## src/rtl/ifl_pkg.sv

```systemverilog
// ----------------------------------------------------------------------------
// ifl_pkg
// Shared types and constants for the interleaved free-list builder.
// ----------------------------------------------------------------------------
package ifl_pkg;

  localparam int unsigned CHUNK_SLOTS    = 64;
  localparam int unsigned MAX_INTERLEAVE = 32;

  localparam int unsigned BLK_W   = 32;
  localparam int unsigned FACT_W  = 6;
  localparam int unsigned CNT_W   = 7;
  localparam int unsigned SLOT_W  = 6;
  localparam int unsigned CFG_IDX_W = 3;
  localparam int unsigned STEP_W  = 6;

  localparam logic [STEP_W-1:0] DIV_LONG_STEPS  = STEP_W'(BLK_W);
  localparam logic [STEP_W-1:0] DIV_SHORT_STEPS = STEP_W'(FACT_W);

  // configuration register indexes
  localparam logic [CFG_IDX_W-1:0] CFG_INTERLEAVE_M   = 3'd0;
  localparam logic [CFG_IDX_W-1:0] CFG_INTERLEAVE_N   = 3'd1;
  localparam logic [CFG_IDX_W-1:0] CFG_FIRST_DATA_BLK = 3'd2;
  localparam logic [CFG_IDX_W-1:0] CFG_FS_BLOCK_COUNT = 3'd3;
  localparam logic [CFG_IDX_W-1:0] CFG_TOTAL_FREE     = 3'd4;

  localparam logic ACT_START = 1'b0;
  localparam logic ACT_SCAN  = 1'b1;

  typedef enum logic [2:0] {
    KIND_STORED  = 3'd0,
    KIND_CLOSED  = 3'd1,
    KIND_OPENED  = 3'd2,
    KIND_ENDED   = 3'd3,
    KIND_NO_ROOM = 3'd4
  } kind_t;

  // divider request / response
  typedef struct packed {
    logic              start;
    logic              short_op;   // 6-bit dividend, 6 steps
    logic [BLK_W-1:0]  dividend;
    logic [FACT_W-1:0] divisor;
  } div_req_t;

  typedef struct packed {
    logic              busy;
    logic              done;
    logic [BLK_W-1:0]  quot;
    logic [FACT_W-1:0] rem;
  } div_rsp_t;

endpackage

```

## src/rtl/ifl_divider.sv

```systemverilog
// ----------------------------------------------------------------------------
// ifl_divider
// Restoring radix-2 divider, 32-bit or 6-bit dividend by 6-bit divisor,
// one quotient bit per cycle.
// ----------------------------------------------------------------------------
module ifl_divider
  import ifl_pkg::*;
(
  input  logic     clk,
  input  logic     rst_n,
  input  div_req_t req,
  output div_rsp_t rsp
);

  logic              busy_r, busy_nxt;
  logic              done_r, done_nxt;
  logic [STEP_W-1:0] cnt_r, cnt_nxt;
  logic [BLK_W-1:0]  acc_r, acc_nxt;
  logic [FACT_W-1:0] rem_r, rem_nxt;
  logic [FACT_W-1:0] dsr_r, dsr_nxt;
  logic [FACT_W:0]   trial;
  logic              qbit;

  assign trial = {rem_r, acc_r[BLK_W-1]};
  assign qbit  = (trial >= {1'b0, dsr_r});

  always_comb begin
    busy_nxt = busy_r;
    done_nxt = 1'b0;
    cnt_nxt  = cnt_r;
    acc_nxt  = acc_r;
    rem_nxt  = rem_r;
    dsr_nxt  = dsr_r;
    if (req.start) begin
      busy_nxt = 1'b1;
      rem_nxt  = '0;
      dsr_nxt  = req.divisor;
      if (req.short_op) begin
        // park the narrow dividend at the top so the low bits end up clean
        acc_nxt = {req.dividend[FACT_W-1:0], {(BLK_W-FACT_W){1'b0}}};
        cnt_nxt = DIV_SHORT_STEPS;
      end else begin
        acc_nxt = req.dividend;
        cnt_nxt = DIV_LONG_STEPS;
      end
    end else if (busy_r) begin
      rem_nxt = qbit ? FACT_W'(trial - {1'b0, dsr_r}) : trial[FACT_W-1:0];
      acc_nxt = {acc_r[BLK_W-2:0], qbit};
      cnt_nxt = cnt_r - 1'b1;
      if (cnt_r == STEP_W'(1)) begin
        busy_nxt = 1'b0;
        done_nxt = 1'b1;
      end
    end
  end

  always_ff @(posedge clk) begin
    if (!rst_n) begin
      busy_r <= 1'b0;
      done_r <= 1'b0;
      cnt_r  <= '0;
    end else begin
      busy_r <= busy_nxt;
      done_r <= done_nxt;
      cnt_r  <= cnt_nxt;
    end
  end

  always_ff @(posedge clk) begin
    acc_r <= acc_nxt;
    rem_r <= rem_nxt;
    dsr_r <= dsr_nxt;
  end

  assign rsp.busy = busy_r;
  assign rsp.done = done_r;
  assign rsp.quot = acc_r;
  assign rsp.rem  = rem_r;

`ifndef ASSERT_OFF
  a_no_start_busy: assert property (@(posedge clk) disable iff (!rst_n)
    req.start |-> !busy_r)
    else $error("divider started while busy");

  a_done_pulse: assert property (@(posedge clk) disable iff (!rst_n)
    done_r |-> !busy_r)
    else $error("divider done while still busy");

  a_rem_below_dsr: assert property (@(posedge clk) disable iff (!rst_n)
    done_r |-> (rem_r < dsr_r))
    else $error("divider remainder not below divisor");
`endif

endmodule

```

## src/rtl/interleaved_free_list_builder.sv

```systemverilog
// A start word runs a 6-step factor check, two 32-step window divisions and a chunk
//   open; a free scan word in the window runs a 32-step block mod n and a 6-step split,
//   one outside it goes straight to the store. Ignored words are simply dropped.
// Input is ready the cycle after the last result is loaded; a word that closes a chunk
//   gives three results, one per cycle at best. The serial divider sets the rate.
// Reset (synchronous, rst_n low): config registers m=n=1, others 0; list finished.
// ----------------------------------------------------------------------------
// interleaved_free_list_builder
// Sequencer around one serial divider that rebuilds a chained free list.
// ----------------------------------------------------------------------------
module interleaved_free_list_builder
  import ifl_pkg::*;
(
  input  logic                 clk,
  input  logic                 rst_n,
  input  logic                 cfg_we,
  input  logic [CFG_IDX_W-1:0] cfg_index,
  input  logic [BLK_W-1:0]     cfg_data,
  input  logic                 in_valid,
  output logic                 in_ready,
  input  logic                 in_action,
  input  logic [BLK_W-1:0]     in_scan_block,
  input  logic                 in_block_in_use,
  output logic                 out_valid,
  input  logic                 out_ready,
  output logic [2:0]           out_kind,
  output logic [BLK_W-1:0]     out_list_block,
  output logic [SLOT_W-1:0]    out_slot,
  output logic [BLK_W-1:0]     out_value,
  output logic [CNT_W-1:0]     out_count,
  output logic                 out_last
);

  typedef enum logic [10:0] {
    ST_IDLE  = 11'b00000000001,
    ST_RATIO = 11'b00000000010,
    ST_LOW   = 11'b00000000100,
    ST_HIGH  = 11'b00000001000,
    ST_OPEN  = 11'b00000010000,
    ST_WIN   = 11'b00000100000,
    ST_MOD   = 11'b00001000000,
    ST_PERM  = 11'b00010000000,
    ST_PUT   = 11'b00100000000,
    ST_CLOSE = 11'b01000000000,
    ST_NEXT  = 11'b10000000000
  } state_t;

  state_t state_r, state_nxt;

  // configuration
  logic [FACT_W-1:0] cfg_m_r, cfg_n_r;
  logic [BLK_W-1:0]  cfg_fdb_r, cfg_fbc_r, cfg_total_r;

  // build state
  logic [FACT_W-1:0] eff_m_r, eff_m_nxt, eff_n_r, eff_n_nxt, ratio_r, ratio_nxt;
  logic [BLK_W-1:0]  map_low_r, map_low_nxt, map_high_r, map_high_nxt;
  logic [BLK_W-1:0]  remaining_r, remaining_nxt, cur_list_r, cur_list_nxt;
  logic [CNT_W-1:0]  slot_ptr_r, slot_ptr_nxt, chunk_cnt_r, chunk_cnt_nxt;
  logic              finished_r, finished_nxt;
  logic [BLK_W-1:0]  blk_r, blk_nxt, mapped_r, mapped_nxt;
  logic [FACT_W-1:0] idx_r, idx_nxt;

  // output register
  logic              out_valid_r, out_valid_nxt;
  kind_t             o_kind_r, o_kind_nxt;
  logic [BLK_W-1:0]  o_lb_r, o_lb_nxt, o_value_r, o_value_nxt;
  logic [SLOT_W-1:0] o_slot_r, o_slot_nxt;
  logic [CNT_W-1:0]  o_count_r, o_count_nxt;
  logic              o_last_r, o_last_nxt;

  div_req_t div_req;
  div_rsp_t div_rsp;

  logic              slot_free, ld, in_acc, bad_fact, in_win;
  logic [FACT_W-1:0] sel_n;
  logic [BLK_W:0]    lo_ext;
  logic [FACT_W-1:0] lo_add;
  logic [CNT_W-1:0]  num;
  logic [2*FACT_W-1:0] prod;
  logic [BLK_W-1:0]  off;
  logic [CNT_W-1:0]  sp_dec;

  ifl_divider u_div (
    .clk (clk),
    .rst_n (rst_n),
    .req (div_req),
    .rsp (div_rsp)
  );

  assign in_ready  = (state_r == ST_IDLE);
  assign in_acc    = in_valid && in_ready;
  assign slot_free = !out_valid_r || out_ready;

  assign bad_fact = (cfg_m_r == '0) || (cfg_n_r > FACT_W'(MAX_INTERLEAVE)) ||
                    (cfg_m_r > cfg_n_r) || (div_rsp.rem != '0);
  assign sel_n    = bad_fact ? FACT_W'(1) : cfg_n_r;

  // ceil to a multiple of n: add n - r when not already aligned
  assign lo_add = (div_rsp.rem != '0) ? (eff_n_r - div_rsp.rem) : '0;
  assign lo_ext = {1'b0, cfg_fdb_r} + {{(BLK_W-FACT_W+1){1'b0}}, lo_add};

  assign num = (remaining_r < BLK_W'(CHUNK_SLOTS)) ? remaining_r[CNT_W-1:0]
                                                   : CNT_W'(CHUNK_SLOTS);

  assign in_win = (blk_r >= map_low_r) && (blk_r < map_high_r);
  assign prod   = div_rsp.rem * eff_m_r;
  assign off    = BLK_W'(div_rsp.quot[FACT_W-1:0]) + BLK_W'(prod);
  assign sp_dec = slot_ptr_r - 1'b1;

  always_comb begin
    state_nxt     = state_r;
    eff_m_nxt     = eff_m_r;
    eff_n_nxt     = eff_n_r;
    ratio_nxt     = ratio_r;
    map_low_nxt   = map_low_r;
    map_high_nxt  = map_high_r;
    remaining_nxt = remaining_r;
    cur_list_nxt  = cur_list_r;
    slot_ptr_nxt  = slot_ptr_r;
    chunk_cnt_nxt = chunk_cnt_r;
    finished_nxt  = finished_r;
    blk_nxt       = blk_r;
    mapped_nxt    = mapped_r;
    idx_nxt       = idx_r;

    div_req          = '0;
    ld               = 1'b0;
    o_kind_nxt       = o_kind_r;
    o_lb_nxt         = o_lb_r;
    o_slot_nxt       = o_slot_r;
    o_value_nxt      = o_value_r;
    o_count_nxt      = o_count_r;
    o_last_nxt       = o_last_r;

    case (state_r)
      ST_IDLE: begin
        if (in_acc) begin
          blk_nxt = in_scan_block;
          if (in_action == ACT_START) begin
            // factor check: n / m, m forced nonzero for the divide
            div_req.start    = 1'b1;
            div_req.short_op = 1'b1;
            div_req.dividend = BLK_W'(cfg_n_r);
            div_req.divisor  = (cfg_m_r == '0) ? FACT_W'(1) : cfg_m_r;
            state_nxt        = ST_RATIO;
          end else if (!finished_r && !in_block_in_use) begin
            state_nxt = ST_WIN;
          end
        end
      end
      ST_RATIO: begin
        if (div_rsp.done) begin
          eff_m_nxt = bad_fact ? FACT_W'(1) : cfg_m_r;
          eff_n_nxt = sel_n;
          ratio_nxt = bad_fact ? FACT_W'(1) : div_rsp.quot[FACT_W-1:0];
          div_req.start    = 1'b1;
          div_req.dividend = cfg_fdb_r;
          div_req.divisor  = sel_n;
          state_nxt        = ST_LOW;
        end
      end
      ST_LOW: begin
        if (div_rsp.done) begin
          map_low_nxt      = lo_ext[BLK_W] ? '1 : lo_ext[BLK_W-1:0];
          div_req.start    = 1'b1;
          div_req.dividend = cfg_fbc_r;
          div_req.divisor  = eff_n_r;
          state_nxt        = ST_HIGH;
        end
      end
      ST_HIGH: begin
        if (div_rsp.done) begin
          map_high_nxt  = cfg_fbc_r - BLK_W'(div_rsp.rem);
          remaining_nxt = cfg_total_r;
          cur_list_nxt  = '0;
          finished_nxt  = 1'b0;
          state_nxt     = ST_OPEN;
        end
      end
      ST_OPEN: begin
        if (slot_free) begin
          remaining_nxt = remaining_r - BLK_W'(num);
          slot_ptr_nxt  = num;
          chunk_cnt_nxt = num;
          ld            = 1'b1;
          o_kind_nxt    = KIND_OPENED;
          o_lb_nxt      = '0;
          o_slot_nxt    = '0;
          o_value_nxt   = '0;
          o_count_nxt   = num;
          o_last_nxt    = 1'b1;
          state_nxt     = ST_IDLE;
        end
      end
      ST_WIN: begin
        if (in_win) begin
          div_req.start    = 1'b1;
          div_req.dividend = blk_r;
          div_req.divisor  = eff_n_r;
          state_nxt        = ST_MOD;
        end else begin
          mapped_nxt = blk_r;
          state_nxt  = ST_PUT;
        end
      end
      ST_MOD: begin
        if (div_rsp.done) begin
          idx_nxt          = div_rsp.rem;
          div_req.start    = 1'b1;
          div_req.short_op = 1'b1;
          div_req.dividend = BLK_W'(div_rsp.rem);
          div_req.divisor  = ratio_r;
          state_nxt        = ST_PERM;
        end
      end
      ST_PERM: begin
        if (div_rsp.done) begin
          mapped_nxt = blk_r - BLK_W'(idx_r) + off;
          state_nxt  = ST_PUT;
        end
      end
      ST_PUT: begin
        if (slot_free) begin
          ld          = 1'b1;
          o_lb_nxt    = cur_list_r;
          o_value_nxt = mapped_r;
          o_count_nxt = '0;
          o_slot_nxt  = '0;
          if (slot_ptr_r == '0) begin
            o_kind_nxt = KIND_NO_ROOM;
            o_last_nxt = 1'b1;
            state_nxt  = ST_IDLE;
          end else begin
            slot_ptr_nxt = sp_dec;
            o_kind_nxt   = KIND_STORED;
            o_slot_nxt   = sp_dec[SLOT_W-1:0];
            if (sp_dec != '0) begin
              o_last_nxt = 1'b1;
              state_nxt  = ST_IDLE;
            end else begin
              o_last_nxt = 1'b0;
              state_nxt  = ST_CLOSE;
            end
          end
        end
      end
      ST_CLOSE: begin
        if (slot_free) begin
          ld          = 1'b1;
          o_kind_nxt  = KIND_CLOSED;
          o_lb_nxt    = cur_list_r;
          o_slot_nxt  = '0;
          o_value_nxt = mapped_r;
          o_count_nxt = chunk_cnt_r;
          o_last_nxt  = 1'b0;
          state_nxt   = ST_NEXT;
        end
      end
      ST_NEXT: begin
        if (slot_free) begin
          ld          = 1'b1;
          o_lb_nxt    = mapped_r;
          o_slot_nxt  = '0;
          o_value_nxt = mapped_r;
          o_last_nxt  = 1'b1;
          state_nxt   = ST_IDLE;
          if (remaining_r == '0) begin
            finished_nxt = 1'b1;
            o_kind_nxt   = KIND_ENDED;
            o_count_nxt  = '0;
          end else begin
            // the stored block becomes the next chunk holder
            cur_list_nxt  = mapped_r;
            remaining_nxt = remaining_r - BLK_W'(num);
            slot_ptr_nxt  = num;
            chunk_cnt_nxt = num;
            o_kind_nxt    = KIND_OPENED;
            o_count_nxt   = num;
          end
        end
      end
      default: begin
        state_nxt = ST_IDLE;
      end
    endcase
  end

  always_comb begin
    out_valid_nxt = out_valid_r;
    if (ld) begin
      out_valid_nxt = 1'b1;
    end else if (out_ready) begin
      out_valid_nxt = 1'b0;
    end
  end

  always_ff @(posedge clk) begin
    if (!rst_n) begin
      state_r     <= ST_IDLE;
      cfg_m_r     <= FACT_W'(1);
      cfg_n_r     <= FACT_W'(1);
      cfg_fdb_r   <= '0;
      cfg_fbc_r   <= '0;
      cfg_total_r <= '0;
      eff_m_r     <= FACT_W'(1);
      eff_n_r     <= FACT_W'(1);
      ratio_r     <= FACT_W'(1);
      map_low_r   <= '0;
      map_high_r  <= '0;
      remaining_r <= '0;
      cur_list_r  <= '0;
      slot_ptr_r  <= '0;
      chunk_cnt_r <= '0;
      finished_r  <= 1'b1;
      out_valid_r <= 1'b0;
    end else begin
      state_r     <= state_nxt;
      eff_m_r     <= eff_m_nxt;
      eff_n_r     <= eff_n_nxt;
      ratio_r     <= ratio_nxt;
      map_low_r   <= map_low_nxt;
      map_high_r  <= map_high_nxt;
      remaining_r <= remaining_nxt;
      cur_list_r  <= cur_list_nxt;
      slot_ptr_r  <= slot_ptr_nxt;
      chunk_cnt_r <= chunk_cnt_nxt;
      finished_r  <= finished_nxt;
      out_valid_r <= out_valid_nxt;
      if (cfg_we) begin
        case (cfg_index)
          CFG_INTERLEAVE_M:   cfg_m_r     <= cfg_data[FACT_W-1:0];
          CFG_INTERLEAVE_N:   cfg_n_r     <= cfg_data[FACT_W-1:0];
          CFG_FIRST_DATA_BLK: cfg_fdb_r   <= cfg_data;
          CFG_FS_BLOCK_COUNT: cfg_fbc_r   <= cfg_data;
          CFG_TOTAL_FREE:     cfg_total_r <= cfg_data;
          default: begin
          end
        endcase
      end
    end
  end

  always_ff @(posedge clk) begin
    blk_r     <= blk_nxt;
    mapped_r  <= mapped_nxt;
    idx_r     <= idx_nxt;
    o_kind_r  <= o_kind_nxt;
    o_lb_r    <= o_lb_nxt;
    o_slot_r  <= o_slot_nxt;
    o_value_r <= o_value_nxt;
    o_count_r <= o_count_nxt;
    o_last_r  <= o_last_nxt;
  end

  assign out_valid      = out_valid_r;
  assign out_kind       = o_kind_r;
  assign out_list_block = o_lb_r;
  assign out_slot       = o_slot_r;
  assign out_value      = o_value_r;
  assign out_count      = o_count_r;
  assign out_last       = o_last_r;

`ifndef ASSERT_OFF
  a_ready_div_idle: assert property (@(posedge clk) disable iff (!rst_n)
    in_ready |-> !div_rsp.busy)
    else $error("input ready while divider still busy");

  a_done_in_wait: assert property (@(posedge clk) disable iff (!rst_n)
    div_rsp.done |-> (state_r == ST_RATIO || state_r == ST_LOW ||
                      state_r == ST_HIGH || state_r == ST_MOD ||
                      state_r == ST_PERM))
    else $error("divider result with no state waiting for it");

  a_slot_bound: assert property (@(posedge clk) disable iff (!rst_n)
    slot_ptr_r <= chunk_cnt_r)
    else $error("slot pointer above chunk count");

  a_no_room_empty: assert property (@(posedge clk) disable iff (!rst_n)
    (ld && o_kind_nxt == KIND_NO_ROOM) |-> (slot_ptr_r == '0))
    else $error("no-room word while a slot is left");

  a_load_slot_free: assert property (@(posedge clk) disable iff (!rst_n)
    (out_valid_r && !out_ready) |-> !ld)
    else $error("output register overwritten before taken");
`endif

endmodule
```

## config.mk

```make
export PLATFORM = sky130hd
export DESIGN_NAME = interleaved_free_list_builder
export DESIGN_NICKNAME = d
export VERILOG_FILES = /design/src/rtl/ifl_pkg.sv /design/src/rtl/ifl_divider.sv /design/src/rtl/interleaved_free_list_builder.sv
export SDC_FILE = /design/constraint.sdc
export NUM_CORES = 1
export LEC_CHECK = 0
export ABC_AREA = 1
export BUFFER_PORTS_ARGS = -buffer_cell sky130_fd_sc_hd__buf_4
export CORE_AREA = 2 2 311 236
export CTS_BUF_LIST = sky130_fd_sc_hd__clkbuf_8
export CTS_CLUSTER_DIAMETER = 100
export DETAILED_ROUTE_END_ITERATION = 8
export DIE_AREA = 0 0 313 238
export SLEW_MARGIN = 10
export SYNTH_ARGS = -nofsm -noshare
export SYNTH_HDL_FRONTEND = slang
export SYNTH_SLANG_ARGS = --single-unit
```

## constraint.sdc

```tcl
create_clock -name clk -period 5.6 [get_ports clk]
set_input_delay 0.56 -clock clk [delete_from_list [all_inputs] [get_ports clk]]
set_output_delay 0.56 -clock clk [all_outputs]
set_load 0.01 [all_outputs]
```

Word level (Yosys, flattened, before mapping)
Index checks and enable logic that the tools add are counted.
{"block": "word_totals", "wordCells": 241, "ram_bits": 0, "latch_bits": 0, "romBits": 0, "mem_count": 0, "reg_bits": 484, "output_inout_bits": 83}
{"block": "op_classes", "mux": 98, "div": 0, "eq_ne": 35, "magnitude_cmp": 6, "shift": 0, "addsub": 10, "n_mul": 1, "n_reduce_logical": 57, "n_bitwise": 2}
{"cell": "32-bit 2-to-1 mux", "count": 16}
{"cell": "32-bit one-hot mux with 2 select lines", "count": 3}
{"cell": "32-bit one-hot mux with 3 select lines", "count": 2}
{"cell": "38-bit one-hot mux with 5 select lines", "count": 1}
{"cell": "11-bit 2-to-1 mux", "count": 11}
{"cell": "40-bit 2-to-1 mux", "count": 3}
{"cell": "38-bit 2-to-1 mux", "count": 3}
{"cell": "11-bit one-hot mux with 10 select lines", "count": 1}
{"cell": "6-bit 2-to-1 mux", "count": 12}
{"cell": "7-bit 2-to-1 mux", "count": 10}
{"cell": "32-bit by 6-bit subtractor with 32-bit output", "count": 2}
{"cell": "32-bit by 6-bit adder with 33-bit output", "count": 1}
{"cell": "32-bit by 13-bit adder with 32-bit output", "count": 1}
{"cell": "32-bit greater-or-equal comparator", "count": 1}
{"cell": "32-bit zero test", "count": 1}
{"cell": "32-bit less-than comparator", "count": 1}
{"cell": "32-bit by 7-bit less-than comparator with 1-bit output (second input constant)", "count": 1}
{"cell": "32-bit by 7-bit subtractor with 32-bit output", "count": 1}
{"cell": "7-bit one-hot mux with 4 select lines", "count": 1}
{"cell": "7-bit one-hot mux with 3 select lines", "count": 1}
{"cell": "10-bit 2-to-1 mux", "count": 2}
{"cell": "2-bit by 1-bit inequality test with 1-bit output (second input constant)", "count": 10}
{"cell": "2-bit AND reduction", "count": 10}
{"cell": "4-bit AND reduction", "count": 5}
{"cell": "53 further kinds", "count": 109}

Logic depth before layout (Yosys ltp)
{"block": "logic_depth", "depth_word": 9, "mapped_depth": 24}

Modules after synthesis
A second synthesis with hierarchy kept.
{"block": "hier_totals", "cells_unflattened": 3520, "hier_area_um2": 27695.3}
{"mod": "interleaved_free_list_builder", "area_per_inst_um2": 25036.5, "n_inst": 1, "cells_each": 3222}
{"mod": "ifl_divider", "area_per_inst_um2": 2658.8, "n_inst": 1, "cells_each": 298}

Least setup slack after synthesis
OpenSTA, ideal clock, no wires.
{"block": "synth_path", "kind": "register to register", "startpoint": "reg u_div.rem_r[3]", "endpoint": "reg mapped_r[19], data pin", "setup_slack_ns": 0.861, "required_time_ns": 5.347, "arrival_ns": 4.486, "setup_ns": 0.253, "n_path_buf": 1, "path_stages_with_launch": 23, "synth_period_minus_slack_ns": 4.739, "path_cell_list": "dfxtp_1 clkbuf_1 nand2_1 fa_1 inv_1 fa_1 fa_1 inv_1 fa_1 inv_1 ha_1 a21o_1 nand3_1 nand2_1 a21oi_1 nor2_1 nor2_1 o21ai_0 nand2_1 nand2_1 or2_2 nand3_1 nand2_1"}
{"block": "synth_between", "elab_chain_len": 5}
{"element": "start: declaration", "line": "ifl_divider.sv:19", "source": "logic [FACT_W-1:0] rem_r, rem_nxt;"}
{"element": "start signal: assignment", "line": "ifl_divider.sv:71", "source": "rem_r <= rem_nxt;"}
{"element": "6-bit by 6-bit multiplier with 12-bit output", "line": "interleaved_free_list_builder.sv:106", "source": "assign prod = div_rsp.rem * eff_m_r;"}
{"element": "6-bit by 12-bit adder with 13-bit output", "line": "interleaved_free_list_builder.sv:107", "source": "assign off = BLK_W'(div_rsp.quot[FACT_W-1:0]) + BLK_W'(prod);"}
{"element": "32-bit by 13-bit adder with 32-bit output", "line": "interleaved_free_list_builder.sv:218", "source": "mapped_nxt = blk_r - BLK_W'(idx_r) + off;"}
{"element": "32-bit 2-to-1 mux", "line": "interleaved_free_list_builder.sv:217", "source": "if (div_rsp.done) begin"}
{"element": "32-bit one-hot mux with 2 select lines", "line": "interleaved_free_list_builder.sv:135", "source": "case (state_r)"}
{"element": "via mapped_nxt[19]", "line": "interleaved_free_list_builder.sv:60", "source": "logic [BLK_W-1:0] blk_r, blk_nxt, mapped_r, mapped_nxt;"}
{"element": "end signal: assignment", "line": "interleaved_free_list_builder.sv:345", "source": "mapped_r <= mapped_nxt;"}
{"element": "end: declaration", "line": "interleaved_free_list_builder.sv:60"}
The timed path passes the listed nets, and every way through them passes these cells. The select of a mux whose other input is x is not followed.
A chain may end at the register's enable or synchronous reset.

Final worst setup path
{"block": "layout_path", "startpoint": "reg u_div.rem_r[3]", "endpoint": "reg mapped_r[21], data pin"}
Same word-level chain as after synthesis.

==> reports/results.txt <==
Status - finished clean
CTS buffer count - 84
Crit path from - u_div.rem_r[3]
Measured slew at the worst slew-check pin - 1.151 ns
Ys Warns - 0
Endpoint of the lowest-slack register-to-register path - mapped_r[21]
Crit path time final - 5.125 ns
Vias in the first global route - 22,780
Clock transition at the registers of the reported paths - 0.07 ns
Global route overflow - 0
Reg2reg path depth - 18
Placed cell count - 4,547
IO Pins - 157
Min-Delay Path Class - primary input to flop
Antenna Diode Count - 0
CTS max path bufs - 3
Post-synth cell types - 60
Skew final - 0.06319 ns
Ys flop type - dfxtp_1
WL final - 92.07 mm
Port bufs - 156
WL/cell - 19.46 um
Ys async rst share - 0%
Setup Buffers After CTS - 0
Max Fclk - 0.1951 GHz
Crit Path Class - flop to flop
Worst skew pair latency - 0.76 ns
Synthesized instance count - 3,532
Post-Synthesis Cell Area - 0.02760 mm2
First-pass GRT wire length - 138.7 mm
CTS root buf - clkbuf_8
Via count - 24,760
Endpoint class of the critical path - flop
Commonest non-fill, non-tap cell in the layout - nand2_1
Die footprint - 0.07449 mm2
Core area - 0.07136 mm2
Initial Util - 38.67%
Number of standard cells in the layout, taps in and fillers out - 4,732
Part of the cycle the worst path needs - 91.53%
Final ANT Viol Nets - 0
Max Slew Vio Count - 0
Maxcap violations - 0
Die H - 238 um
Crit path to - mapped_r[21]
Final layout net count - 3,990
Mapped Avg Cell Area - 7.814 um2
Layout fillers - 7,297
TritonCTS clock tree - yes
Power Dens Cells - 409.1 mW/mm2
Post-synth EDFFs - 189
Slew headroom - 23.05%
Layout Area Growth over Synthesis - 14.68%
Most frequent cells in the layout - nand2_1, inv_1, a21oi_1, o21ai_0, nor2_1
# DRC - 0
Initial antenna violation count - 3
Startpoint Class - flop
Clock Sinks - 484
Post_cts resized - 0
RSZ-0062 raised after global routing - no
CP Data Required Time - 6.08 ns
Largest net degree at the start of global routing - 85
Post-synthesis register bit count - 484
Final Wtd Congestion - 0.9560
Leakage power - 13.68 nW
FF-to-FF setup slack - 0.47 ns
Final Hold Fails - 0
Layout cells sized above 1 - 10.01%
Post-Route Utilization - 44.35%
Detail Placement HPWL - 68.76 mm
Die width - 313 um
First drt pass iteration count - 6
Post-Synthesis Net Count - 3,818
Maximum VDD drop - 0.2024 mV
Tot GR Track Use - 24.24%
WP data arrival - 5.61 ns
Num rows - 85
H-tree depth - 3
CP Max Fanout - 11
Reg2reg start - u_div.rem_r[3]
Drt initial violations - 2,307
Sequential fraction of the synthesis area - 41.96%
Number of vias per cell - 5.231
# setup viols final - 0
Setup_tns - 0 ns
## kinds of logic (layout without fill, tap and decap cells)
kind of cell	after synthesis	after routing	synth area share, %
flip-flops	484	484	41.96
AO/OA/AOI/OAI	832	832	16.35
adder cells (fa/ha/maj)	212	212	10.75
AND/OR/NAND/NOR	1303	1303	20.27
buffers and inverters	651	894	9.090
other	1	1	0.01359
XOR/XNOR	49	49	1.555
## power breakdown
part	switching (W)	internal [W]
sequential	0.000378	0.00418
clock	0.00166	0.00167
combinational	0.00335	0.00171
total	0.00539	0.00755
## critical path: stages (launching register included)
cell	delay (ns)
dfxtp_1	0.61
nand2_1	0.10
inv_1	0.08
fa_1	0.44
fa_1	0.51
fa_1	0.49
inv_1	0.05
fa_1	0.58
inv_1	0.06
ha_1	0.27
nand2_1	0.05
o21ai_0	0.32
a21oi_1	0.18
o21ai_0	0.56
nand2_1	0.14
a22oi_1	0.21
nand2_1	0.08
nand3_1	0.08
o21ai_0	0.09
## cell type report
class,count,area [um2],share of cell area (%)
Timing Repair Buffer,210,1647,5.202
Inverter,527,1979,6.254
Multi-Input combinational cell,2397,13560,42.86
Clock inverter,63,387.9,1.225
Sequential cell,484,11580,36.59
Tap cell,957,1197,3.783
Clock buffer,94,1294,4.088
## timing repair
| item | 4_1_cts | 5_1_grt |
|---|---|---|
| endpoints found under the setup margin | 0 | 0 |
| hold buffers | 27 | 1 |
| hold endpoints to repair | 27 | 1 |
## synthesized netlist by cell type, types with 5 or more instances
cell      instances  area (um2)
nor4_1           20       125.1
dfxtp_1         295        5906
clkbuf_1         89       334.1
nor2_4            7       78.83
o211ai_1         24       180.2
a22oi_1           6       45.04
o22ai_1          26       162.7
ha_1            170        2127
nand2_1         676        2537
edfxtp_1        189        5675
xnor2_1          16       140.1
nand2_2          11       68.82
nor2_2           10       62.56
a41oi_1           6       52.55
inv_1           514        1929
o21ai_0         335        1677
buf_2            24       120.1
a21oi_1         346        1732
a221oi_1          7       61.31
o21ai_1           6       30.03
nor3_1           45       225.2
a31oi_1          25       156.4
o21bai_1          6       45.04
inv_2            10       37.54
nor2_1          300        1126
a211oi_1         11       82.58
nand3b_1         11       82.58
o21a_1            7       52.55
a21o_1           10       75.07
nand3_1         132       660.6
fa_1             42       840.8
xor2_1           33       289.0
or2_2            17       106.4
nand4_1          59       369.1
buf_4             5       37.54
## registers in the layout, indices dropped and copies added, names as in the netlist, 7 cells and up
signal          cells
blk_r              32
cfg_fbc_r          32
cfg_fdb_r          32
cfg_total_r        32
chunk_cnt_r         7
cur_list_r         32
map_high_r         32
map_low_r          32
mapped_r           32
out_count           7
out_list_block     32
out_value          32
remaining_r        32
slot_ptr_r          7
state_r            11
u_div.acc_r        32
## routing by layer
| metal | global-route usage (%) | vias to the layer above | routed length (um) |
|---|---|---|---|
| li1 | - | 12150 | - |
| met1 | 36.62 | 11530 | 43880 |
| met2 | 34.79 | 953 | 37400 |
| met3 | 5.276 | 126 | 8745 |
| met4 | 5.858 | 0 | 2046 |
| met5 | 0 | - | 0 |
## metrics by stage
stage	power [W]	worst slack, ns	hold slack [ns]	cell area, um2
floorplan	0.007992	0.8607	0.4064	27600
global placement	0.009566	0.4310	0.4396	29690
detailed placement	0.009594	0.4244	0.4477	29690
CTS	0.01296	0.4848	0.005210	31640
global route	0.01382	0.1742	0.01626	31650
finish	0.01295	0.4746	0.06605	31650
## how the worst min path moves through the flow
| stage | start | to | slack [ns] | cells past startpoint |
|---|---|---|---|---|
| 6_report | in_scan_block[4] | blk_r[4] | 0.07 | 1 |
| 5_1_grt | in_scan_block[4] | blk_r[4] | 0.02 | 1 |
| 4_1_cts | in_scan_block[5] | blk_r[5] | 0.005 | 1 |
| 3_5_place_dp | cfg_total_r[15] | cfg_total_r[15] | 0.45 | 2 |
| 3_3_place_gp | cfg_total_r[9] | cfg_total_r[9] | 0.44 | 2 |
| 2_1_floorplan | u_div.rem_r[5] | idx_r[5] | 0.41 | 0 |
Note: power is estimated with default switching activity, not from simulation.
